## src/design/its_pkg.sv

```systemverilog
// Types, constants and helpers for the idle-timeout session table.
package its_pkg;

    localparam int DEF_TABLE_DEPTH = 32;
    localparam int KEY_W           = 64;
    localparam int TIME_W          = 32;
    localparam int CNT32_W         = 32;
    localparam int PERIOD_W        = 17;
    localparam int QUEUE_DEPTH     = 2;

    localparam logic [PERIOD_W-1:0] PERIOD_RESET = 17'd2;

    // Request type codes
    typedef enum logic {
        REQ_ACCESS = 1'b0,
        REQ_FLUSH  = 1'b1
    } req_type_t;

    // Result kind codes
    typedef enum logic {
        RES_CLOSED  = 1'b0,
        RES_DROPPED = 1'b1
    } res_kind_t;

    typedef struct packed {
        logic              req_type;
        logic [KEY_W-1:0]  client_key;
        logic [TIME_W-1:0] timestamp_secs;
    } req_t;

    typedef struct packed {
        logic               result_kind;
        logic [KEY_W-1:0]   session_key;
        logic [TIME_W-1:0]  first_secs;
        logic [TIME_W-1:0]  last_secs;
        logic [TIME_W-1:0]  duration_secs;
        logic [CNT32_W-1:0] request_count;
        logic               last_of_run;
    } rsp_t;

    // Classified request handed from the front to the walk engine
    typedef struct packed {
        logic              is_flush;
        logic [KEY_W-1:0]  key;
        logic [TIME_W-1:0] now;
    } job_t;

    // One table entry
    typedef struct packed {
        logic [KEY_W-1:0]   key;
        logic [TIME_W-1:0]  first;
        logic [TIME_W-1:0]  last;
        logic [CNT32_W-1:0] count;
    } entry_t;

    typedef enum logic [1:0] {
        ST_IDLE,
        ST_WALK,
        ST_FINISH,
        ST_LAST
    } walk_state_t;

    // last - first + 1, saturating; 1 when last is before first
    function automatic logic [TIME_W-1:0] session_duration(
        input logic [TIME_W-1:0] first,
        input logic [TIME_W-1:0] last
    );
        logic [TIME_W-1:0] diff;
        diff = last - first;
        if (last < first)
            return TIME_W'(1);
        else if (diff == '1)
            return '1;
        else
            return diff + TIME_W'(1);
    endfunction

    // Saturating request count increment
    function automatic logic [CNT32_W-1:0] count_inc(input logic [CNT32_W-1:0] count);
        if (count == '1)
            return count;
        else
            return count + CNT32_W'(1);
    endfunction

endpackage

```

## src/design/its_front.sv

```systemverilog
// Request front end: accepts requests, classifies them and queues them for the walk.
module its_front (
    input  logic          clk,
    input  logic          rst_n,
    input  logic          req_valid,
    output logic          req_stall,
    input  its_pkg::req_t req,
    output logic          job_valid,
    output its_pkg::job_t job,
    input  logic          job_pop
);
    import its_pkg::*;

    localparam int PTR_W = (QUEUE_DEPTH > 1) ? $clog2(QUEUE_DEPTH) : 1;
    localparam int FILL_W = $clog2(QUEUE_DEPTH + 1);

    job_t               q_reg [QUEUE_DEPTH];
    logic [PTR_W-1:0]   wr_ptr_reg, wr_ptr_next;
    logic [PTR_W-1:0]   rd_ptr_reg, rd_ptr_next;
    logic [FILL_W-1:0]  fill_reg, fill_next;
    logic               push, pop;
    job_t               classified;

    // Classify the incoming request
    always_comb
    begin
        classified.is_flush = (req.req_type == REQ_FLUSH);
        classified.key      = req.client_key;
        classified.now      = req.timestamp_secs;
    end

    assign req_stall = (fill_reg == FILL_W'(QUEUE_DEPTH));
    assign push      = req_valid && !req_stall;
    assign job_valid = (fill_reg != '0);
    assign pop       = job_pop && job_valid;
    assign job       = q_reg[rd_ptr_reg];

    // Pointer and fill bookkeeping
    always_comb
    begin
        wr_ptr_next = wr_ptr_reg;
        rd_ptr_next = rd_ptr_reg;
        fill_next   = fill_reg;
        if (push)
            wr_ptr_next = (wr_ptr_reg == PTR_W'(QUEUE_DEPTH - 1)) ? '0 : wr_ptr_reg + 1'b1;
        if (pop)
            rd_ptr_next = (rd_ptr_reg == PTR_W'(QUEUE_DEPTH - 1)) ? '0 : rd_ptr_reg + 1'b1;
        if (push && !pop)
            fill_next = fill_reg + 1'b1;
        else if (pop && !push)
            fill_next = fill_reg - 1'b1;
    end

    always_ff @(posedge clk or negedge rst_n)
    begin
        if (!rst_n)
        begin
            wr_ptr_reg <= '0;
            rd_ptr_reg <= '0;
            fill_reg   <= '0;
        end
        else
        begin
            wr_ptr_reg <= wr_ptr_next;
            rd_ptr_reg <= rd_ptr_next;
            fill_reg   <= fill_next;
        end
    end

    // Queue storage
    always_ff @(posedge clk)
    begin
        if (push)
            q_reg[wr_ptr_reg] <= classified;
    end

endmodule

```

## config.mk

```make
export PLATFORM = sky130hd
export DESIGN_NAME = its_front
export DESIGN_NICKNAME = d
export VERILOG_FILES = /design/src/design/its_pkg.sv /design/src/design/its_front.sv
export SDC_FILE = /design/constraint.sdc
export NUM_CORES = 1
export LEC_CHECK = 0
export BUFFER_PORTS_ARGS = -buffer_cell sky130_fd_sc_hd__buf_2
export CORE_MARGIN = 2
export CORE_UTILIZATION = 52
export DETAILED_ROUTE_END_ITERATION = 10
export PLACE_DENSITY = 0.86
export REMOVE_ABC_BUFFERS = 1
export SLEW_MARGIN = 20
export SYNTH_ARGS = -nofsm -noshare
export SYNTH_HDL_FRONTEND = slang
export SYNTH_SLANG_ARGS = --single-unit
```

## constraint.sdc

```tcl
create_clock -name clk -period 6.9 [get_ports clk]
set_clock_uncertainty 0.15 [all_clocks]
set_input_delay 0.345 -clock clk [delete_from_list [all_inputs] [get_ports clk]]
set_output_delay 0.345 -clock clk [all_outputs]
set_load 0.01 [all_outputs]
```

* Yosys cells after proc, flatten, opt, wreduce, memory -nomap -nowiden *
Memory sizes are Yosys's and may differ from the RTL's.
Index checks and enable logic that the tools add are counted.

storage, ports and cells
  memory bits (writable) = 194
  logic and storage cells = 24
  register bits = 4
  bits of input ports = 101
  memories kept = 1

cells by class
  add/sub/neg operators = 4
  reduce and logical (&&, ||, !) cells = 9
  eq/ne operators = 1
  multiplexer cells = 6

memory list
  memory  words  width  rd ports  clocked after Yosys merged registers in  write ports  line             RTL
  q_reg   2      97     1         0                                        1            its_front.sv:17  job_t q_reg [QUEUE_DEPTH];

operators by type and width
  cell                                              number
  logical AND 1 bit                                 4
  2-to-1 mux 1 bit                                  4
  2-to-1 mux 2 bit                                  2
  nonzero test 2 bit                                2
  logical NOT 1 bit                                 3
  adder 1 bit, second input constant                2
  adder 2 x 1 -> 2 bit, second input constant       1
  equality test 2 bit, second input constant        1
  subtractor 2 x 1 -> 2 bit, second input constant  1

* Depth between registers and ports, before layout *
Gate-level depths: netlist (run 1).

  depth in word-level cells = 7
  mapped depth = 7
  depth with buffers taken out = 7

* Worst setup path before layout (run 1) *
Ideal clock, no wire load.

  kind = register -> register
  start point = register fill_reg[0]
  end point = memory q_reg[0][0] in the netlist's numbering (enable)
  clock period less this slack = 5.365 ns
  stages on the path, launching flop included = 4
  data arrival time = 4.662 ns
  required time = 6.197 ns
  buffers on the path = 0
  slack = 1.535 ns
  cells stage by stage = dfrtp_1 nand2b_1 nand2_1 nor2_1

between the ends
  longest elaborated chain between the ends = 5

RTL lines
  element                                 line             RTL
  start, declared                         its_front.sv:20  logic [FILL_W-1:0] fill_reg, fill_next;
  start signal, assigned                  its_front.sv:66  fill_reg <= fill_next;
  equality test 2 bit                     its_front.sv:32  assign req_stall = (fill_reg == FILL_W'(QUEUE_DEPTH));
  logical NOT 1 bit                       its_front.sv:33  assign push = req_valid && !req_stall;
  logical AND 1 bit                       its_front.sv:33
  2-to-1 mux 1 bit                        its_front.sv:73  if (push)
  2-to-1 mux 1 bit (not written as such)  its_front.sv:74  q_reg[wr_ptr_reg] <= classified;
  end, declared                           its_front.sv:17

No other way between the ends.

==> results of run 1 <==
-- power breakdown --
| group | internal [uW] | switching, uW | total [uW] |
|---|---|---|---|
| combinational | 561 | 571 | 1130 |
| clock | 456 | 403 | 859 |
| sequential | 1650 | 133 | 1780 |
| total | 2660 | 1110 | 3770 |
-- per-layer routing --
| layer | vias up | wire, microns | track usage [%] |
|---|---|---|---|
| met4 | 0 | 238 | 6.54 |
| met2 | 152 | 7540 | 33.3 |
| li1 | 1889 | - | - |
| met3 | 24 | 725 | 5.07 |
| met5 | - | 0 | 0 |
| met1 | 1982 | 5670 | 22.7 |
-- kinds of logic after synthesis --
group | Yosys count | share of synthesized area [%]
xor+xnor | 5 | 0.602
buf+inv | 13 | 1.20
simple gates | 7 | 0.465
mux | 97 | 16.1
fa+ha+maj | 1 | 0.172
flops | 198 | 81.5
-- through the flow --
step	power [uW]	instance area, sq um	instances	utilization, %	hold slack, ns
after global placement	2850	8460	693	61.4	0.00310
after global routing	3950	9960	823	72.3	0.0963
after floorplan	2520	7190	310	-	-0.101
after detailed placement	2890	8460	693	61.4	0.0238
after CTS	3790	9960	823	72.3	0.0740
final	3770	9960	823	72.3	0.0954
-- area by class of cell --
type | count | area [sq um] | area share, %
repair buffers | 301 | 2010 | 20.2
multi-input cells | 110 | 1270 | 12.8
flip-flops and latches | 198 | 5930 | 59.6
clock inverters | 14 | 87.6 | 0.880
clock buffers | 18 | 429 | 4.31
well taps | 180 | 225 | 2.26
inverters | 2 | 7.51 | 0.0754
-- how the worst max path moves through the flow --
stage,start,endpoint,slack [ns],cells after the start
after global routing,rd_ptr_reg,job[11],3.67,3
after global placement,rd_ptr_reg,job[85],4.27,3
after CTS,rd_ptr_reg,job[42],3.78,3
after floorplan,fill_reg[0],q_reg[0][0],1.53,3
final,rd_ptr_reg,job[11],3.81,3
after detailed placement,rd_ptr_reg,job[20],4.24,3
-- layout by cell type (no fill, tap or decap), drive strengths merged, types with 2 or more instances in the layout --
cell / netlist / final
buf: 11 / 203
clkbuf: 0 / 18
clkinv: 0 / 10
clkinvlp: 0 / 3
dfrtp: 4 / 4
dlygate4sd3: 0 / 98
edfxtp: 194 / 194
inv: 2 / 3
mux2: 97 / 97
nand2: 2 / 2
nor2: 2 / 2
xnor2: 3 / 3
xor2: 2 / 2
-- worst register-to-register path, delay by kind of cell, from the launching register on --
kind / cells / cell delay (ns)
buf+inv: 1 / 0.66
flops: 1 / 0.43
simple gates: 2 / 0.83
==> metrics.csv, run 1 <==
stage,metric,value,unit
run_status,result of the run,finished clean,
yosys,share of the yosys chip area belonging to registers,81.5,%
yosys,Cell variety after synth,15,
yosys,instance count of the mapped netlist,321,
cts,cts bufs inserted,17,
yosys,Post-synth EDFFs,194,
global_route,first-pass GRT wire length,21.1,mm
setup_path,R2R Setup Slk,4.42,ns
setup_path,Worst R2R Start,fill_reg[0],
yosys,post-synthesis average cell area,22.7,sq um
cts,cts hold-fix bufs,98,
yosys,cell taking the most area after synthesis,sky130_fd_sc_hd__edfxtp_1,
setup_path,nature of the critical path endpoint,output port,
route,first drt pass iteration count,4,
worst_hold_path,worst hold endpoint,rd_ptr_reg,
die,width of the die,122,microns
cells_and_area,diode insertion count for antenna repair,0,
yosys,synth cell count leaders,"sky130_fd_sc_hd__edfxtp_1 (194), sky130_fd_sc_hd__mux2_2 (77), sky130_fd_sc_hd__mux2_4 (20)",
route,Routed WL,14.2,mm
worst_hold_path,hold path cells,3,
place,Port Buffers,199,
die,DIE HEIGHT,122,microns
cts,clock insertion delay at the later pin of the skew report,0.41,ns
place,routability-driven placement congestion ratio,0.727,
setup_path,largest driver fanout on the critical path,51,
yosys,mapped cell area,7270,sq um
setup_path,critical path class,reg -> out,
worst_hold_path,class of the most critical hold timing path,in -> reg,
die,Initial Util,52.8,%
power,maximum vdd drop,0.307,mV
setup_path,Critical path buffers and inverters,2,
power,pwr/cell area,379,nW/um^2
yosys,fraction of registers with async set/reset,2.02,%
setup_path,count of cells along the worst register-to-register path,3,
worst_hold_path,hold path startpoint,job_pop,
die,die area,14900,sq um
setup_path,peak per-stage delay on the critical path,0.88,ns
timing,RSZ-0062 raised after global routing,no,
cells_and_area,max FFs per register,194,
die,core area,13800,sq um
yosys,Synth top area share,80.1,%
die,Core Rows,43,
setup_path,CP Launch Type,flop,
setup_path,worst endpoint required time,6.40,ns
setup_path,Arrival @ worst endpoint,2.59,ns
global_route,maximum number of pins on one net before global-route repair,52,
route,via density per instance,4.92,
timing,period utilisation layout,44.7,%
setup_path,list of cells traversed by the critical path,"buf_4, mux2_2, buf_2",
route,Iter 0 DRT Violations,281,
yosys,most instantiated library cell after synthesis,sky130_fd_sc_hd__edfxtp_1,
timing,count of endpoints failing hold in the final timing report,0,
route,residual antenna-violating net count after detailed routing,0,
setup_path,cell with the biggest individual delay on the critical path,sky130_fd_sc_hd__dfrtp_4,
timing,final setup violating endpoints,0,
run,max-cap violations,0,
cts,Post-CTS Setup Bufs,0,
cts,Longest Clk Path Bufs,2,
cts,buffer cell driving the clock tree root,sky130_fd_sc_hd__clkbuf_16,
yosys,top area cells in the synthesized netlist,"sky130_fd_sc_hd__edfxtp_1 (80%), sky130_fd_sc_hd__mux2_2 (12%), sky130_fd_sc_hd__mux2_4 (4.1%)",
global_route,initial antenna violation count,0,
route,DR vias,4047,
timing,Final Max Tran Viols,0,
die,Boundary Pins,200,
cts,clock sink count,198,
timing,worst slew pin tran,0.738,ns
yosys,Ys Warns,0,
cts,total number of H-tree levels,4,
setup_path,"Largest delay share family, worst path",flip-flops,
cells_and_area,layout overhead on the synthesized area,36.9,%
cts,number of gates resized after CTS,0,
power,leakage power figure,0.00383,uW
place,placement-stage worst setup slack,4.24,ns
global_route,via count of the first global-routing pass,4243,
global_route,overflow left after global routing,0,
cts,clock tree from TritonCTS,built,
timing,time the worst path needs with I/O delays and setup,3.09,ns
setup_path,terminus of the critical flop-to-flop path,q_reg[1][45],
cells_and_area,share of final-layout standard cells stronger than drive strength 1,51.5,%
timing,worst-case setup margin in the final layout,3.81,ns
timing,setup TNS,0,ns
route,# DRC,0,
cells_and_area,number of filler instances in the final layout,854,
yosys,"Top FF cell, synth",sky130_fd_sc_hd__edfxtp_1,
cells_and_area,fin nets,732,
timing,maximum clock frequency,324,MHz
global_route,All-Layer GR Usage,19.0,%
cts,clock transition at the registers of the reported paths,0.06,ns
yosys,total of flip-flops plus latches after synthesis,198,
place,HPWL after detailed placement,8.05,mm
route,average wire per cell in the routed design,17.2,microns
timing,Max transition margin,50.8,%
Note: power is estimated with default switching activity, not from simulation.
==> run 2, diff against run 1 <==
==> constraint.sdc (replaced) <==
create_clock -name clk -period 2.88 [get_ports clk]
set_clock_uncertainty 0.15 [all_clocks]
set_input_delay 0.144 -clock clk [delete_from_list [all_inputs] [get_ports clk]]
set_output_delay 0.144 -clock clk [all_outputs]
set_load 0.01 [all_outputs]
==> run 2 against run 1 <==
Compared with the run above:
- combinational power increased to 2.5 times the previous value
- design area rose by 1.9%
- sequential power increased by 130%
- sequential share of layout area is 1.1 points lower
- global-route usage is 1.1 points higher
- critical path type unchanged
- largest cell class unchanged
==> metrics.csv, run 2 (synthesized netlist as in run 1, its figures left out) <==
stage,metric,value,unit,change
timing,maximum clock frequency,440,MHz,
place,placement-stage worst setup slack,0.995,ns,was 4.24 ns
timing,RSZ-0062 raised after global routing,no,,unchanged
die,Core Rows,43,,unchanged
cells_and_area,Final Instance Area,10100,sq um,was 9960 sq um
timing,count of endpoints failing hold in the final timing report,0,,unchanged
route,via density per instance,4.98,,was 4.92
place,Post-Place Cell Area,8510,sq um,was 8460 sq um
route,DR vias,4134,,was 4047
global_route,initial antenna violation count,0,,unchanged
global_route,All-Layer GR Usage,20.0,%,was 19.0%
route,average wire per cell in the routed design,18.0,microns,was 17.2 microns
cts,buffer cell driving the clock tree root,sky130_fd_sc_hd__clkbuf_16,,unchanged
worst_hold_path,hold path startpoint,req[79],,was job_pop
cells_and_area,layout overhead on the synthesized area,39.5,%,was 36.9%
power,switching power share of the total,27.9,%,was 29.3%
timing,period utilisation layout,78.8,%,
worst_hold_path,worst hold endpoint,q_reg[0][79],,was rd_ptr_reg
timing,time the worst path needs with I/O delays and setup,2.27,ns,
route,# DRC,0,,unchanged
cts,total number of H-tree levels,4,,unchanged
setup_path,worst endpoint required time,2.59,ns,was 6.40 ns
die,core area,13800,sq um,unchanged
setup_path,nature of the critical path endpoint,output port,,unchanged
power,pwr/cell area,936,nW/um^2,was 379 nW/um^2
setup_path,CP Launch Type,flop,,unchanged
place,routability-driven placement congestion ratio,0.689,,was 0.727
timing,worst-case setup margin in the final layout,0.610,ns,was 3.81 ns
cts,Longest Clk Path Bufs,2,,unchanged
cells_and_area,diode insertion count for antenna repair,0,,unchanged
cells_and_area,fin nets,739,,was 732
route,first drt pass iteration count,4,,unchanged
power,proportion of power drawn by combinational gates,30.4,%,was 30.0%
cts,clock sink count,198,,unchanged
worst_hold_path,hold path cells,2,,was 3
timing,Final Max Tran Viols,0,,unchanged
route,Routed WL,14.9,mm,was 14.2 mm
run,max-cap violations,0,,unchanged
cts,number of gates resized after CTS,0,,unchanged
setup_path,Critical Path Start,rd_ptr_reg,,unchanged
die,width of the die,122,microns,unchanged
cts,clock transition at the registers of the reported paths,0.07,ns,was 0.06 ns
cells_and_area,"most common cell after layout, fill and taps aside",sky130_fd_sc_hd__buf_2,,unchanged
setup_path,largest driver fanout on the critical path,61,,was 51
timing,worst hold margin,0.285,ns,was 0.0954 ns
run_status,result of the run,finished clean,,unchanged
route,residual antenna-violating net count after detailed routing,0,,unchanged
global_route,via count of the first global-routing pass,4510,,was 4243
route,Iter 0 DRT Violations,221,,was 281
cells_and_area,highest-count cells in the layout ignoring fill and taps,"sky130_fd_sc_hd__buf_2 (199), sky130_fd_sc_hd__edfxtp_1 (194), sky130_fd_sc_hd__dlygate4sd3_1 (101)",,"was sky130_fd_sc_hd__buf_2 (199), sky130_fd_sc_hd__edfxtp_1 (194), sky130_fd_sc_hd__dlygate4sd3_1 (98)"
timing,Max transition margin,65.9,%,was 50.8%
power,net switching power figure,2650,uW,was 1110 uW
setup_path,count of cells along the worst register-to-register path,3,,unchanged
power,leakage power figure,0.00392,uW,was 0.00383 uW
cells_and_area,share of the core filled with cells in the final layout,73.7,%,was 72.3%
power,cell internal power dissipation,6840,uW,was 2660 uW
power,Clock Power Share,25.7,%,was 22.8%
worst_hold_path,class of the most critical hold timing path,in -> reg,,unchanged
cells_and_area,share of final-layout standard cells stronger than drive strength 1,51.5,%,about the same
die,Initial Util,52.8,%,unchanged
die,Boundary Pins,200,,unchanged
setup_path,Arrival @ worst endpoint,1.98,ns,was 2.59 ns
setup_path,peak per-stage delay on the critical path,0.60,ns,was 0.88 ns
cts,cts bufs inserted,17,,unchanged
setup_path,terminus of the critical flop-to-flop path,q_reg[1][28],,was q_reg[1][45]
setup_path,R2R Setup Slk,0.98,ns,was 4.42 ns
die,die area,14900,sq um,unchanged
die,DIE HEIGHT,122,microns,unchanged
setup_path,Worst R2R Start,fill_reg[0],,unchanged
global_route,overflow left after global routing,0,,unchanged
global_route,maximum number of pins on one net before global-route repair,62,,was 52
cts,clock insertion delay at the later pin of the skew report,0.42,ns,was 0.41 ns
power,sequential power share,43.9,%,was 47.2%
place,Port Buffers,199,,unchanged
timing,worst slew pin tran,0.511,ns,was 0.738 ns
setup_path,list of cells traversed by the critical path,"buf_12, mux2_2, buf_2",,"was buf_4, mux2_2, buf_2"
place,HPWL after detailed placement,8.61,mm,was 8.05 mm
cells_and_area,max FFs per register,194,,unchanged
global_route,first-pass GRT wire length,22.1,mm,was 21.1 mm
power,maximum vdd drop,0.636,mV,was 0.307 mV
setup_path,cell with the biggest individual delay on the critical path,sky130_fd_sc_hd__dfrtp_4,,unchanged
setup_path,critical path class,reg -> out,,unchanged
timing,final setup violating endpoints,0,,unchanged
cts,clock tree from TritonCTS,built,,unchanged
run 2: repair_timing:
action                                 in CTS  in global routing
hold buffers                              101                  0
setup endpoints to repair                   0                  0
endpoints found under the hold margin     200                  0
buffers inserted                            0                  0
run 2: layout make-up:
| cell class | count | area [sq um] |
|---|---|---|
| repair buffers | 308 | 2090 |
| inverters | 2 | 7.51 |
| clock buffers | 24 | 472 |
| multi-input cells | 110 | 1270 |
| clock inverters | 8 | 149 |
| well taps | 180 | 225 |
| fillers | 807 | 3630 |
| flip-flops and latches | 198 | 5930 |
run 2: worst max path at each step:
stage                   endpoint  slack (ns)  cells past startpoint
floorplan            q_reg[0][0]       -2.49                      3
global placement    q_reg[1][82]        1.07                      3
detailed placement  q_reg[1][17]        0.99                      3
CTS                      job[88]        0.59                      3
global route              job[7]        0.54                      3
finish                   job[88]        0.61                      3
run 2: metal layers:
| metal | wire (microns) | global-route usage, % |
|---|---|---|
| met1 | 5560 | 21.5 |
| met2 | 7880 | 35.6 |
| met3 | 935 | 5.76 |
| met4 | 531 | 10.8 |
| met5 | 0 | 0 |
run 2: worst max-delay path: cells and delay by family, from the launching register on:
family   cells  cell delay, ns
buf+inv      2            0.50
flops        1            0.60
mux          1            0.40
run 2: stage by stage:
stage | instances | TNS [ns] | power [uW]
CTS | 830 | 0 | 9530
detailed placement | 697 | 0 | 6980
global placement | 697 | 0 | 6880
finish | 830 | 0 | 9490
floorplan | 310 | -338.42 | 6030
global route | 830 | 0 | 9920
run 2: power groups by stage:
stage	Clock (uW)	Combinational [uW]	Sequential [uW]
6_report	2440	2880	4170
5_1_grt	2590	3110	4220
4_1_cts	2480	2890	4170
3_5_place_dp	0	2760	4220
3_3_place_gp	0	2710	4170
2_1_floorplan	0	1650	4380
==> run 3, diff against run 2 <==
==> constraint.sdc (replaced) <==
create_clock -name clk -period 2.33 [get_ports clk]
set_clock_uncertainty 0.15 [all_clocks]
set_input_delay 0.1165 -clock clk [delete_from_list [all_inputs] [get_ports clk]]
set_output_delay 0.1165 -clock clk [all_outputs]
set_load 0.01 [all_outputs]
==> run 3 against run 2 <==
Compared with the run above:
- first-iteration DRC count is 47% higher
- non-clock buffer count is 2 lower
- total power is 25% higher
- largest cell class unchanged
- largest power group unchanged
==> metrics.csv, run 3 (synthesized netlist as in run 1, its figures left out) <==
stage,metric,value,unit,change
cts,clock insertion delay at the later pin of the skew report,0.43,ns,was 0.42 ns
global_route,first-pass GRT wire length,22.3,mm,was 22.1 mm
cells_and_area,area of the multi-input gates,1270,sq um,unchanged
cells_and_area,highest-count cells in the layout ignoring fill and taps,"sky130_fd_sc_hd__buf_2 (199), sky130_fd_sc_hd__edfxtp_1 (194), sky130_fd_sc_hd__dlygate4sd3_1 (101)",,unchanged
worst_hold_path,worst hold endpoint,q_reg[1][73],,was q_reg[0][79]
cts,buffer cell driving the clock tree root,sky130_fd_sc_hd__clkbuf_16,,unchanged
timing,final setup violating endpoints,0,,unchanged
place,Port Buffers,199,,unchanged
global_route,initial antenna violation count,0,,unchanged
setup_path,largest driver fanout on the critical path,39,,was 61
cells_and_area,diode insertion count for antenna repair,0,,unchanged
power,maximum vdd drop,0.750,mV,was 0.636 mV
timing,RSZ-0062 raised after global routing,no,,unchanged
die,Core Rows,43,,unchanged
global_route,met2 demand-to-capacity share in global routing,37.1,%,was 35.6%
run_status,result of the run,finished clean,,unchanged
cts,Longest Clk Path Bufs,2,,unchanged
power,sequential power share,43.5,%,was 43.9%
timing,worst slew pin tran,0.441,ns,was 0.511 ns
cells_and_area,max FFs per register,194,,unchanged
cells_and_area,share of final-layout standard cells stronger than drive strength 1,52.0,%,was 51.5%
setup_path,nature of the critical path endpoint,output port,,unchanged
global_route,most utilized layer in the global route result,met2,,unchanged
global_route,Global Route met1 Usage,22.0,%,was 21.5%
cts,clock sink count,198,,unchanged
power,pwr/cell area,1170,nW/um^2,was 936 nW/um^2
power,Clock Power Share,26.2,%,was 25.7%
setup_path,count of cells along the worst register-to-register path,4,,was 3
cts,clock tree from TritonCTS,built,,unchanged
die,die area,14900,sq um,unchanged
run,max-cap violations,0,,unchanged
setup_path,Worst R2R Start,fill_reg[0],,unchanged
worst_hold_path,hold path cells,2,,unchanged
power,net switching power figure,3360,uW,was 2650 uW
die,core area,13800,sq um,unchanged
timing,Final Max Tran Viols,0,,unchanged
place,Post-Place Cell Area,8540,sq um,was 8510 sq um
setup_path,critical path class,reg -> out,,unchanged
cells_and_area,fin nets,737,,was 739
cts,Post-CTS Setup Bufs,0,,unchanged
timing,time the worst path needs with I/O delays and setup,2.18,ns,
power,power consumption,11900,uW,was 9490 uW
cells_and_area,Final Instance Area,10200,sq um,was 10100 sq um
route,via density per instance,4.97,,was 4.98
cells_and_area,number of filler instances in the final layout,783,,was 807
cts,cts bufs inserted,17,,unchanged
power,switching power share of the total,28.4,%,was 27.9%
setup_path,Arrival @ worst endpoint,1.91,ns,was 1.98 ns
die,Initial Util,52.8,%,unchanged
global_route,via count of the first global-routing pass,4433,,was 4510
cts,clock transition at the registers of the reported paths,0.07,ns,about the same
timing,maximum clock frequency,459,MHz,
global_route,overflow left after global routing,0,,unchanged
die,width of the die,122,microns,unchanged
setup_path,terminus of the critical flop-to-flop path,q_reg[0][76],,was q_reg[1][28]
die,DIE HEIGHT,122,microns,unchanged
route,average wire per cell in the routed design,18.2,microns,was 18.0 microns
cts,number of gates resized after CTS,0,,unchanged
setup_path,Critical Path Start,rd_ptr_reg,,unchanged
power,cell internal power dissipation,8500,uW,was 6840 uW
cts,total number of H-tree levels,4,,unchanged
die,Boundary Pins,200,,unchanged
cells_and_area,area of all sequential standard cells,5930,sq um,unchanged
setup_path,worst endpoint required time,2.06,ns,was 2.59 ns
cells_and_area,layout overhead on the synthesized area,40.0,%,was 39.5%
worst_hold_path,class of the most critical hold timing path,in -> reg,,unchanged
route,# DRC,0,,unchanged
timing,count of endpoints failing hold in the final timing report,0,,unchanged
timing,Max transition margin,70.6,%,was 65.9%
timing,worst hold margin,0.262,ns,was 0.285 ns
cells_and_area,"most common cell after layout, fill and taps aside",sky130_fd_sc_hd__buf_2,,unchanged
global_route,global-route met3 utilization,6.32,%,was 5.76%
setup_path,CP Launch Type,flop,,unchanged
place,routability-driven placement congestion ratio,0.759,,was 0.689
timing,period utilisation layout,93.6,%,
route,first drt pass iteration count,4,,unchanged
route,Routed WL,15.1,mm,was 14.9 mm
place,HPWL after detailed placement,8.12,mm,was 8.61 mm
route,residual antenna-violating net count after detailed routing,0,,unchanged
global_route,All-Layer GR Usage,20.3,%,was 20.0%
power,proportion of power drawn by combinational gates,30.3,%,was 30.4%
global_route,maximum number of pins on one net before global-route repair,75,,was 62
worst_hold_path,hold path startpoint,req[73],,was req[79]
route,DR vias,4116,,was 4134
route,Iter 0 DRT Violations,325,,was 221
power,leakage power figure,0.00394,uW,was 0.00392 uW
setup_path,R2R Setup Slk,0.48,ns,was 0.98 ns
-- run 3: changes by cell type in the layout (fill, tap and decap cells not counted), sizes merged --
cell	previous run	this run
clkinv	2	5
buf	207	205
clkinvlp	2	1
clkbuf	24	20
inv	2	4
-- run 3: worst max-delay path by stage --
stage	to	slack (ns)	cells after the start
after global placement	q_reg[1][96]	0.58	3
final	job[9]	0.15	3
after floorplan	q_reg[0][0]	-3.04	3
after CTS	job[9]	0.14	3
after global routing	job[42]	0.07	3
after detailed placement	q_reg[1][11]	0.53	3
-- run 3: per-stage QoR --
stage                     util [%]  cells  TNS (ns)  setup WS (ns)
final                         73.9    828         0          0.150
after global routing          73.9    828         0         0.0651
after CTS                     73.9    828         0          0.137
after detailed placement      62.0    695         0          0.533
after global placement        62.0    695         0          0.577
after floorplan                  -    310   -496.35          -3.04
-- run 3: what timing repair did --
item	4_1_cts	5_1_grt
hold endpoints to repair	201	0
hold buffers	101	0
setup endpoints to repair	0	0
-- run 3: power by group through the flow --
| stage | Clock, uW | Combinational, uW | Sequential, uW |
|---|---|---|---|
| 2_1_floorplan | 0 | 2030 | 5420 |
| 5_1_grt | 3290 | 3860 | 5230 |
| 3_5_place_dp | 0 | 3440 | 5220 |
| 4_1_cts | 3120 | 3590 | 5140 |
| 6_report | 3100 | 3600 | 5160 |
| 3_3_place_gp | 0 | 3380 | 5160 |
-- run 3: final cells by class --
type / count / area share (%)
Tap cell: 180 / 2.21
Timing Repair Buffer: 306 / 20.8
Inverter: 2 / 0.0738
Clock buffer: 20 / 4.49
Clock inverter: 12 / 1.71
Multi-Input combinational cell: 110 / 12.5
Sequential cell: 198 / 58.3
-- run 3: layer usage --
metal	part of all wire (%)	vias to the layer above
li1	-	1898
met1	37	2030
met2	55	162
met3	5.5	26
met4	2.0	0
met5	0	-
-- run 3: worst max-delay path, stage by stage (launching register included) --
cell and delay [ns]:
sky130_fd_sc_hd__dfrtp_4 0.63, sky130_fd_sc_hd__buf_12 0.28, sky130_fd_sc_hd__mux2_2 0.38, sky130_fd_sc_hd__buf_2 0.15
